File: src/wrtdc_pkg.sv
package wrtdc_pkg;

    // result kinds carried on the master tuser
    localparam logic [1:0] ACT_ROTATE   = 2'd0;
    localparam logic [1:0] ACT_STRAIGHT = 2'd1;
    localparam logic [1:0] ACT_ARRIVED  = 2'd2;
    localparam logic [1:0] ACT_STORED   = 2'd3;

    // request kinds carried on the slave tuser
    localparam logic REQ_LOAD = 1'b0;
    localparam logic REQ_POSE = 1'b1;

    // configuration register indexes
    localparam int CFG_IDX_W = 3;
    localparam logic [CFG_IDX_W-1:0] CFG_ANGLE_TOL = 3'd0;
    localparam logic [CFG_IDX_W-1:0] CFG_DIST_TOL  = 3'd1;
    localparam logic [CFG_IDX_W-1:0] CFG_LIN_GAIN  = 3'd2;
    localparam logic [CFG_IDX_W-1:0] CFG_ANG_GAIN  = 3'd3;
    localparam logic [CFG_IDX_W-1:0] CFG_ANG_LIMIT = 3'd4;
    localparam logic [CFG_IDX_W-1:0] CFG_LIN_LIMIT = 3'd5;
    localparam int CFG_DATA_W = 24;

    // register reset values
    localparam logic [14:0] ANGLE_TOL_RST = 15'd2048;
    localparam logic [22:0] DIST_TOL_RST  = 23'd2048;
    localparam logic [15:0] LIN_GAIN_RST  = 16'd410;
    localparam logic [15:0] ANG_GAIN_RST  = 16'd819;
    localparam logic [14:0] ANG_LIMIT_RST = 15'd1843;
    localparam logic [14:0] LIN_LIMIT_RST = 15'd3686;

    // field widths fixed by the interface
    localparam int HEADING_W = 15;
    localparam int SPEED_W   = 15;
    localparam int TURN_W    = 16;
    localparam int ACTION_W  = 2;
    localparam int GIDX_W    = 6;
    localparam int OUT_BITS  = SPEED_W + TURN_W + GIDX_W;
    localparam int OUT_TW    = ((OUT_BITS + 7) / 8) * 8;

    // iterative unit sizes
    localparam int CORDIC_STEPS = 30;
    localparam int SQRT_STEPS   = 32;
    localparam int STEP_W       = 5;
    localparam int ZW           = 34;
    localparam logic signed [ZW-1:0] Q30_HALF_PI = 34'sd1686629713;
    localparam logic [63:0] Q30_TWO_PI = 64'd6746518852;

    typedef struct packed {
        logic              capture;
        logic              diff;
        logic              init;
        logic              sum;
        logic              iter;
        logic [STEP_W-1:0] step;
        logic              round;
        logic              decide;
        logic              mul;
        logic              finish;
    } cmd_t;

    typedef struct packed {
        logic out_free;
    } sts_t;

    // truncated Q30 arctangent of 2^-i
    function automatic logic [31:0] atan_q30(input logic [STEP_W-1:0] i);
        logic [31:0] v;
        case (i)
            5'd0:  v = 32'h3243F6A8;
            5'd1:  v = 32'h1DAC6705;
            5'd2:  v = 32'h0FADBAFC;
            5'd3:  v = 32'h07F56EA6;
            5'd4:  v = 32'h03FEAB76;
            5'd5:  v = 32'h01FFD55B;
            5'd6:  v = 32'h00FFFAAA;
            5'd7:  v = 32'h007FFF55;
            5'd8:  v = 32'h003FFFEA;
            5'd9:  v = 32'h001FFFFD;
            5'd10: v = 32'h000FFFFF;
            5'd11: v = 32'h0007FFFF;
            5'd12: v = 32'h0003FFFF;
            5'd13: v = 32'h0001FFFF;
            5'd14: v = 32'h0000FFFF;
            5'd15: v = 32'h00007FFF;
            5'd16: v = 32'h00003FFF;
            5'd17: v = 32'h00001FFF;
            5'd18: v = 32'h00000FFF;
            5'd19: v = 32'h000007FF;
            5'd20: v = 32'h000003FF;
            5'd21: v = 32'h000001FF;
            5'd22: v = 32'h000000FF;
            5'd23: v = 32'h0000007F;
            5'd24: v = 32'h0000003F;
            5'd25: v = 32'h0000001F;
            5'd26: v = 32'h0000000F;
            5'd27: v = 32'h00000007;
            5'd28: v = 32'h00000003;
            5'd29: v = 32'h00000001;
            default: v = 32'h00000000;
        endcase
        return v;
    endfunction

endpackage

File: src/wrtdc_ctrl.sv
module wrtdc_ctrl
    import wrtdc_pkg::*;
(
    input  logic clk,
    input  logic rst_n,
    input  logic in_valid,
    input  logic in_kind,
    output logic in_ready,
    input  sts_t sts,
    output cmd_t cmd
);

    localparam logic [3:0] ST_IDLE   = 4'd0;
    localparam logic [3:0] ST_DIFF   = 4'd1;
    localparam logic [3:0] ST_INIT   = 4'd2;
    localparam logic [3:0] ST_SUM    = 4'd3;
    localparam logic [3:0] ST_ITER   = 4'd4;
    localparam logic [3:0] ST_ROUND  = 4'd5;
    localparam logic [3:0] ST_DECIDE = 4'd6;
    localparam logic [3:0] ST_MUL    = 4'd7;
    localparam logic [3:0] ST_FIN    = 4'd8;

    logic [3:0]        state_reg, state_next;
    logic [STEP_W-1:0] step_reg, step_next;

    // sequencer
    always_comb
    begin
        state_next = state_reg;
        step_next  = step_reg;
        cmd        = '0;
        cmd.step   = step_reg;
        in_ready   = 1'b0;
        case (state_reg)
            ST_IDLE:
            begin
                in_ready = 1'b1;
                if (in_valid)
                begin
                    cmd.capture = 1'b1;
                    state_next  = (in_kind == REQ_POSE) ? ST_DIFF : ST_FIN;
                end
            end
            ST_DIFF:
            begin
                cmd.diff   = 1'b1;
                state_next = ST_INIT;
            end
            ST_INIT:
            begin
                cmd.init   = 1'b1;
                state_next = ST_SUM;
            end
            ST_SUM:
            begin
                cmd.sum    = 1'b1;
                step_next  = '0;
                state_next = ST_ITER;
            end
            ST_ITER:
            begin
                cmd.iter  = 1'b1;
                step_next = step_reg + 1'b1;
                if (step_reg == STEP_W'(SQRT_STEPS - 1))
                begin
                    state_next = ST_ROUND;
                end
            end
            ST_ROUND:
            begin
                cmd.round  = 1'b1;
                state_next = ST_DECIDE;
            end
            ST_DECIDE:
            begin
                cmd.decide = 1'b1;
                state_next = ST_MUL;
            end
            ST_MUL:
            begin
                cmd.mul    = 1'b1;
                state_next = ST_FIN;
            end
            ST_FIN:
            begin
                if (sts.out_free)
                begin
                    cmd.finish = 1'b1;
                    state_next = ST_IDLE;
                end
            end
            default:
            begin
                state_next = ST_IDLE;
            end
        endcase
    end

    // state registers
    always_ff @(posedge clk or negedge rst_n)
    begin
        if (!rst_n)
        begin
            state_reg <= ST_IDLE;
            step_reg  <= '0;
        end
        else
        begin
            state_reg <= state_next;
            step_reg  <= step_next;
        end
    end

endmodule

File: config.mk
export PLATFORM = sky130hd
export DESIGN_NAME = wrtdc_ctrl
export DESIGN_NICKNAME = d
export VERILOG_FILES = /design/src/wrtdc_pkg.sv /design/src/wrtdc_ctrl.sv
export SDC_FILE = /design/constraint.sdc
export NUM_CORES = 1
export LEC_CHECK = 0
export ABC_AREA = 1
export BUFFER_PORTS_ARGS = -buffer_cell sky130_fd_sc_hd__clkbuf_2
export CAP_MARGIN = 40
export CORE_MARGIN = 2
export CORE_UTILIZATION = 35
export CTS_BUF_LIST = sky130_fd_sc_hd__clkbuf_4
export CTS_CLUSTER_SIZE = 30
export DETAILED_ROUTE_END_ITERATION = 6
export REMOVE_ABC_BUFFERS = 1
export SKIP_CTS_REPAIR_TIMING = 1
export SLEW_MARGIN = 30
export SYNTH_ARGS = -nofsm -noshare
export SYNTH_HDL_FRONTEND = slang
export SYNTH_SLANG_ARGS = --single-unit
File: constraint.sdc
create_clock -name clk -period 1.5 [get_ports clk]
set_input_delay 0.3 -clock clk [delete_from_list [all_inputs] [get_ports clk]]
set_output_delay 0.3 -clock clk [all_outputs]
set_load 0.02 [all_outputs]
==> impl_metrics.env, run 1 <==
export IMPL_postRouteAntennaNets=0
export IMPL_drtIter0Drc=12
export IMPL_rsz0062_at_grt="true"
export IMPL_tightest_slew_ns=0.233
export IMPL_period_needed_ns=1.61
export IMPL_finalClockSkew_ns=0.00702
export IMPL_die_area_mm2=0.00202
export IMPL_max_cap_violations=0
export IMPL_syn_area_per_cell_um2=7.34
export IMPL_status="finished with violations"
export IMPL_area_growth_pct=51.4
export IMPL_grt_pass1_wl_um=2000
export IMPL_netSwitchingFraction_pct=50.4
export IMPL_violations="negative setup slack"
export IMPL_r2r_start="state_reg[1]$_DFFE_PN0P_"
export IMPL_slew_viol_final=0
export IMPL_power_leakage_nw=0.503
export IMPL_fin_ws_ns=-0.113
export IMPL_die_height_um=44.9
export IMPL_worstPathRequired_ns=1.20
export IMPL_syn_area_um2=587
export IMPL_ys_types=20
export IMPL_worst_path_max_fanout=5
export IMPL_final_hold_viol_count=0
export IMPL_clockPowerShare_pct=11.2
export IMPL_final_setup_tns_ns=-0.500
export IMPL_avgRoutedWirePerCell_um=11.8
export IMPL_clk_pin_slew_ns=0.07
export IMPL_p_seq_share_pct=23.5
export IMPL_end_kind="output port"
export IMPL_clockRootBuffer="clkbuf_4"
export IMPL_clock_sinks=9
export IMPL_dp_slack_ns=0.145
export IMPL_grt_max_degree=10
export IMPL_antenna_cells=0
export IMPL_start_util_pct=38.1
export IMPL_ys_warn_count=0
export IMPL_port_buffers=19
export IMPL_hp_start="sts"
export IMPL_layout_common_cells="14 x nand2_1, 10 x nand3_1, 9 x clkbuf_2"
export IMPL_setup_violations=8
export IMPL_synth_cells=80
export IMPL_worst_path_buf_inv=2
export IMPL_fp_dieW_um=44.9
export IMPL_viasPerCell=4.88
export IMPL_ys_seq_area_share_pct=38.4
export IMPL_max_freq_ghz=0.620
export IMPL_peakVddDrop_v=0.00111
export IMPL_gr_total_overflow=0
export IMPL_power_internal_uw=961
export IMPL_power_frac_comb_pct=65.2
export IMPL_finalCritPeriodShare_pct=108
export IMPL_crit_chain="nor2_4 -> inv_4 -> nor4_2 -> buf_2"
export IMPL_fin_total_pwr_mw=1.94
export IMPL_startpoint_type="register"
export IMPL_ctsHtreeMaxLevel=1
export IMPL_power_density_mw_per_mm2=2180
export IMPL_p_sw_uw=976
export IMPL_antenna_found_initial=0
export IMPL_ys_seq_elements=9
export IMPL_globalplace_congestion=0.748
export IMPL_grtUsageTotal_pct=14.2
export IMPL_critPathArrivalTime_ns=1.31
export IMPL_max_slew_margin_pct=84.5
export IMPL_final_common_cell="nand2_1"
export IMPL_cts_tree="done"
export IMPL_drt_total_wl_um=1490
export IMPL_dp_hpwl_um=1020
export IMPL_dr_total_vias=615
export IMPL_nets=118
export IMPL_drive_gt1_share_pct=51.8
export IMPL_largest_reg_flops=5
export IMPL_clk_latency_ns=0.27
export IMPL_clockBufferDepth=2
export IMPL_cts_buffers=3
export IMPL_cpMaxStageDelayCell="dfrtp_2"
export IMPL_worstHoldPathType="in2reg"
export IMPL_cp_slowest_stage_delay_ns=0.45
export IMPL_grt_pass1_vias=478
export IMPL_crit_path_start="state_reg[1]$_DFFE_PN0P_"
export IMPL_path_class="reg2out"
export IMPL_drc=0
export IMPL_crit_family="flip-flops"
export IMPL_whs_ns=0.368
export IMPL_ios=20
export IMPL_fp_row_count=14
export IMPL_core_area_mm2=0.00154
export IMPL_dr_pass1_iters=4
==> power groups by stage <==
stage | logic [mW] | registers, mW | clock network (mW)
2_1_floorplan | 0.639 | 0.488 | 0
3_3_place_gp | 0.940 | 0.442 | 0
3_5_place_dp | 0.948 | 0.447 | 0
4_1_cts | 0.951 | 0.443 | 0.226
5_1_grt | 1.37 | 0.466 | 0.238
6_report | 1.26 | 0.456 | 0.218
==> per-layer routing <==
layer | up-vias | global-route usage, % | wire, um
li1 | 313 | - | -
met1 | 279 | 20.3 | 635
met2 | 16 | 18.0 | 730
met3 | 7 | 2.40 | 66
met4 | 0 | 12.4 | 59
met5 | - | 0 | 0
==> stage by stage <==
stage / cell area (um^2) / instances / util [%]
finish: 888 / 126 / 57.6
global route: 888 / 126 / 57.6
CTS: 747 / 121 / 48.5
detailed placement: 717 / 117 / 46.5
global placement: 717 / 117 / 46.5
floorplan: 587 / 80 / -
==> cells by family after synthesis <==
group	Yosys count	share of synthesized area, %
compound gates	6	7.46
fa+ha+maj	2	4.26
buf+inv	17	10.9
flops	9	38.4
simple gates	46	39.0
==> Yosys cell counts <==
cell type	instances	area, um^2
nor2_1	11	41.3
a22oi_1	1	7.51
a21oi_2	1	8.76
inv_2	3	11.3
dfrtp_1	9	225
o21ai_0	1	5.00
a21oi_1	1	5.00
nand2_2	1	6.26
nand3_1	10	50.1
nor2_2	1	6.26
nand2_4	1	11.3
nor2_8	1	20.0
or2_1	1	6.26
ha_1	2	25.0
nand2_1	17	63.8
o21ai_2	2	17.5
inv_1	14	52.6
nor2_4	1	11.3
nor4_1	1	6.26
nand4_1	1	6.26
==> final timing paths <==
path / slack, ns / to / cells after the start
max: -0.11 / cmd[0] / 4
min: 0.37 / state_reg[3]$_DFFE_PN0P_ / 4
max reg2reg: 0.21 / step_reg[2]$_DFFE_PN0P_ / 7
min reg2reg: 0.55 / step_reg[4]$_DFFE_PN0P_ / 2
max in group asynchronous: 0.87 / state_reg[1]$_DFFE_PN0P_ / 2
min in group asynchronous: 0.42 / state_reg[2]$_DFFE_PN0P_ / 2
==> tightest hold or removal path: stages <==
cell and delay [ns]:
clkbuf_2 0.07, inv_1 0.04, nand3_1 0.10, a21oi_1 0.08
==> area by class of cell <==
class                           count  area [um^2]
Clock buffer                        4         30.0
Fill cell                         153          653
Inverter                           17         66.3
Multi-Input combinational cell     54          348
Sequential cell                     9          228
Tap cell                           16         20.0
Timing Repair Buffer               26          196
Power figures use the tool's default switching activity.
==> run 2, diff against run 1 <==
- CORE_UTILIZATION: 35 -> 36
==> run 2 against run 1 <==
  * The run still ends with negative setup slack left
  * Count of clock-buffer cells in the layout stayed put
  * Critical path depth unchanged
  * Design area is 0.14% higher
  * Total power shrank 0.74%
  * Global-route usage rose by 0.18 points
  * Flip-flop and latch count is the same
  * Clock power shrank 9.6%
  * First-iteration DRC count is 50% lower
  * Wire length decreased by 11%
  * Highest routed layer unchanged
==> impl_metrics.env, run 2 (synthesis gave the netlist of run 1 again) <==
export IMPL_grtUsageTotal_pct=14.4
export IMPL_gr_total_overflow=0
export IMPL_grt_use_met1_pct=19.2
export IMPL_dp_cells=117
export IMPL_max_freq_ghz=0.645
export IMPL_finalNonFillerCells=129
export IMPL_crit_path_start="state_reg[1]$_DFFE_PN0P_"
export IMPL_status="finished with violations"
export IMPL_drc=0
export IMPL_port_buffers=19
export IMPL_core_area_mm2=0.00152
export IMPL_avgRoutedWirePerCell_um=10.3
export IMPL_violations="negative setup slack"
export IMPL_clk_pin_slew_ns=0.06
export IMPL_layout_common_cells="14 x nand2_1, 14 x buf_4, 10 x nand3_1"
export IMPL_grt_met2_usage_pct=19.7
export IMPL_max_slew_margin_pct=84.6
export IMPL_start_util_pct=38.5
export IMPL_nets=121
export IMPL_dp_hpwl_um=955
export IMPL_cts_tree="done"
export IMPL_antenna_cells=0
export IMPL_use_met3_pct=7.35
export IMPL_power_leakage_nw=0.525
export IMPL_max_cap_violations=0
export IMPL_crit_family="flip-flops"
export IMPL_worstPathRequired_ns=1.20
export IMPL_ios=20
export IMPL_grt_pass1_vias=469
export IMPL_drtIter0Drc=6
export IMPL_final_setup_tns_ns=-0.0858
export IMPL_critPathArrivalTime_ns=1.25
export IMPL_crit_chain="nor2_4 -> inv_4 -> nor4_2 -> buf_4"
export IMPL_globalplace_congestion=0.772
export IMPL_grt_max_degree=10
export IMPL_viasPerCell=4.50
export IMPL_fp_dieW_um=44.4
export IMPL_grt_pass1_wl_um=1990
export IMPL_die_area_mm2=0.00197
export IMPL_end_kind="output port"
export IMPL_fp_row_count=14
export IMPL_cpMaxStageDelayCell="dfrtp_2"
export IMPL_setup_violations=5
export IMPL_finalClockSkew_ns=0.000455
export IMPL_largest_reg_flops=5
export IMPL_dr_pass1_iters=4
export IMPL_path_class="reg2out"
export IMPL_top_usage_layer="met2"
export IMPL_clockRootBuffer="clkbuf_4"
export IMPL_worstHoldPathType="in2reg"
export IMPL_r2r_start="state_reg[2]$_DFFE_PN0P_"
export IMPL_rsz0062_at_grt="true"
export IMPL_fin_ws_ns=-0.0496
export IMPL_cts_buffers=3
export IMPL_period_needed_ns=1.55
export IMPL_drt_total_wl_um=1330
export IMPL_clockBufferDepth=2
export IMPL_startpoint_type="register"
export IMPL_worst_path_max_fanout=4
export IMPL_die_height_um=44.4
export IMPL_cp_slowest_stage_delay_ns=0.44
export IMPL_antenna_found_initial=0
export IMPL_clk_latency_ns=0.25
export IMPL_whs_ns=0.403
export IMPL_final_hold_viol_count=0
export IMPL_drive_gt1_share_pct=50.4
export IMPL_postRouteAntennaNets=0
export IMPL_hp_start="sts"
export IMPL_reg2reg_setup_slack_ns=0.17
export IMPL_ctsHtreeMaxLevel=1
export IMPL_worst_path_buf_inv=2
export IMPL_dp_slack_ns=0.154
export IMPL_tightest_slew_ns=0.231
export IMPL_clock_sinks=9
export IMPL_slew_viol_final=0
export IMPL_power_density_mw_per_mm2=2160
export IMPL_area_growth_pct=51.6
export IMPL_peakVddDrop_v=0.00101
export IMPL_finalCritPeriodShare_pct=103
export IMPL_fin_total_pwr_mw=1.92
export IMPL_dr_total_vias=580
-- run 2: report_power, final --
group	switching [mW]	leakage, nW	internal [mW]
combinational	0.728	0.391	0.540
sequential	0.119	0.115	0.339
clock	0.0768	0.0184	0.120
total	0.924	0.525	0.999
-- run 2: final timing paths --
kind,endpoint,cells after the start
min reg2reg,step_reg[4]$_DFFE_PN0P_,2
min in group asynchronous,step_reg[3]$_DFFE_PN0P_,2
max reg2reg,step_reg[2]$_DFFE_PN0P_,7
max,cmd[0],4
max in group asynchronous,state_reg[1]$_DFFE_PN0P_,2
min,state_reg[3]$_DFFE_PN0P_,4
-- run 2: layer usage --
metal | wire, um | vias to the layer above | share of wire (%)
li1 | - | 315 | -
met1 | 607 | 252 | 46
met2 | 650 | 11 | 49
met3 | 53 | 2 | 4.0
met4 | 12 | 0 | 0.91
met5 | 0 | - | 0
-- run 2: through the flow --
stage / cell area, um^2 / util [%]
6_report: 890 / 58.4
4_1_cts: 747 / 49.0
3_5_place_dp: 717 / 47.0
3_3_place_gp: 717 / 47.0
5_1_grt: 890 / 58.4
2_1_floorplan: 587 / -
-- run 2: worst min-delay path: cells and delay by family --
| kind | cells | cell delay [ns] |
|---|---|---|
| buffers and inverters | 2 | 0.12 |
| and+or+nand+nor | 1 | 0.12 |
| AOI/OAI and AO/OA | 1 | 0.08 |
-- run 2: layout make-up --
cell class / instances / area [um^2]
Inverter: 17 / 66.3
Clock buffer: 4 / 30.0
Multi-Input combinational cell: 54 / 329
Tap cell: 16 / 20.0
Fill cell: 164 / 634
Sequential cell: 9 / 228
Timing Repair Buffer: 29 / 216
==> run 3, diff against run 2 <==
- RECOVER_POWER: not set -> 50
==> run 3 against run 2 <==
  * The flow still finishes with violations (negative setup slack)
  * Count of clock-buffer cells in the layout unchanged
  * Via count decreased by 0.17%
  * Clock skew hardly changed
  * Setup slack improved by 0.00092 ns
  * Combinational power is essentially flat
  * Die area stayed put
  * Cell count unchanged
  * Total power barely moved
  * Core utilization decreased by 0.082 points
  * Critical path type unchanged
==> impl_metrics.env, run 3 (synthesis gave the netlist of run 1 again) <==
export IMPL_grt_pass1_wl_um=1990
export IMPL_dr_pass1_iters=4
export IMPL_r2r_start="state_reg[2]$_DFFE_PN0P_"
export IMPL_slew_viol_final=0
export IMPL_clk_pin_slew_ns=0.06
export IMPL_startpoint_type="register"
export IMPL_dp_hpwl_um=955
export IMPL_antenna_cells=0
export IMPL_grtUsageTotal_pct=14.4
export IMPL_critPathArrivalTime_ns=1.25
export IMPL_tightest_slew_ns=0.487
export IMPL_drc=0
export IMPL_period_needed_ns=1.55
export IMPL_final_fill_count=165
export IMPL_cp_slowest_stage_delay_ns=0.44
export IMPL_dr_total_vias=579
export IMPL_worstHoldPathType="in2reg"
export IMPL_worst_path_max_fanout=4
export IMPL_postRouteAntennaNets=0
export IMPL_antenna_found_initial=0
export IMPL_setup_violations=5
export IMPL_avgRoutedWirePerCell_um=10.2
export IMPL_rsz0062_at_grt="true"
export IMPL_fp_dieW_um=44.4
export IMPL_max_freq_ghz=0.646
export IMPL_hp_start="sts"
export IMPL_area_growth_pct=51.4
export IMPL_violations="negative setup slack"
export IMPL_clockRootBuffer="clkbuf_4"
export IMPL_viasPerCell=4.49
export IMPL_peakVddDrop_v=0.00101
export IMPL_grt_max_degree=10
export IMPL_crit_chain="nor2_4 -> inv_4 -> nor4_2 -> buf_4"
export IMPL_start_util_pct=38.5
export IMPL_power_density_mw_per_mm2=2160
export IMPL_grt_pass1_vias=469
export IMPL_whs_ns=0.403
export IMPL_die_area_mm2=0.00197
export IMPL_finalClockSkew_ns=0.000469
export IMPL_cts_buffers=3
export IMPL_crit_path_start="state_reg[1]$_DFFE_PN0P_"
export IMPL_max_cap_violations=0
export IMPL_clk_latency_ns=0.25
export IMPL_ctsHtreeMaxLevel=1
export IMPL_reg2reg_setup_slack_ns=0.17
export IMPL_worst_path_buf_inv=2
export IMPL_die_height_um=44.4
export IMPL_final_setup_tns_ns=-0.0857
export IMPL_gr_total_overflow=0
export IMPL_largest_reg_flops=5
export IMPL_drt_total_wl_um=1320
export IMPL_globalplace_congestion=0.772
export IMPL_drtIter0Drc=6
export IMPL_worstPathRequired_ns=1.20
export IMPL_finalCritPeriodShare_pct=103
export IMPL_max_slew_margin_pct=67.5
export IMPL_layout_common_cells="14 x nand2_1, 14 x buf_4, 10 x nand3_1"
export IMPL_power_leakage_nw=0.522
export IMPL_cts_tree="done"
export IMPL_crit_family="flip-flops"
export IMPL_clock_sinks=9
export IMPL_core_area_mm2=0.00152
export IMPL_path_class="reg2out"
export IMPL_port_buffers=19
export IMPL_fin_ws_ns=-0.0487
export IMPL_ios=20
export IMPL_drive_gt1_share_pct=49.6
export IMPL_nets=121
export IMPL_end_kind="output port"
export IMPL_final_hold_viol_count=0
export IMPL_fp_row_count=14
export IMPL_cpMaxStageDelayCell="dfrtp_2"
export IMPL_status="finished with violations"
export IMPL_clockBufferDepth=2
==> run 3: cell counts in the layout (fill, tap and decap cells not counted) <==
No cell type changed its count.
==> run 3: final cells by class <==
type	instances	area, um^2	share of cell area, %
Tap cell	16	20.0	2.25
Multi-Input combinational cell	54	329	37.0
Clock buffer	4	30.0	3.38
Inverter	17	66.3	7.46
Sequential cell	9	228	25.6
Timing Repair Buffer	29	215	24.2
==> run 3: report_power, final <==
part | total (mW) | switching (mW) | leakage [nW] | internal [mW]
registers | 0.458 | 0.119 | 0.115 | 0.339
clock network | 0.197 | 0.0766 | 0.0184 | 0.120
logic | 1.27 | 0.728 | 0.388 | 0.540
==> run 3: final timing paths <==
check / cells past startpoint / endpoint
max: 4 / cmd[0]
min: 4 / state_reg[3]$_DFFE_PN0P_
max reg2reg: 7 / step_reg[2]$_DFFE_PN0P_
min reg2reg: 2 / step_reg[4]$_DFFE_PN0P_
max in group asynchronous: 2 / state_reg[1]$_DFFE_PN0P_
min in group asynchronous: 2 / step_reg[2]$_DFFE_PN0P_
==> run 3: worst min-delay path: stages <==
cell	delay [ns]
clkbuf_2	0.07
inv_1	0.05
nand3_1	0.12
a21oi_1	0.08
==> run 3: routing by layer <==
metal / vias up / wire length [um] / global-route usage, %
met4: 0 / 12 / 5.45
met1: 249 / 602 / 19.2
met2: 13 / 649 / 19.7
met3: 2 / 54 / 7.35
li1: 315 / - / -
met5: - / 0 / 0
==> run 3: metrics by stage <==
step	setup slack (ns)	cell area [um^2]	instances	util (%)	total power, mW
CTS	-0.130	747	121	49.0	1.60
detailed placement	0.154	717	117	47.0	1.39
finish	-0.0487	888	129	58.3	1.92
global route	-0.117	888	129	58.3	2.10
global placement	0.152	717	117	47.0	1.38
floorplan	-0.0562	587	80	-	1.13
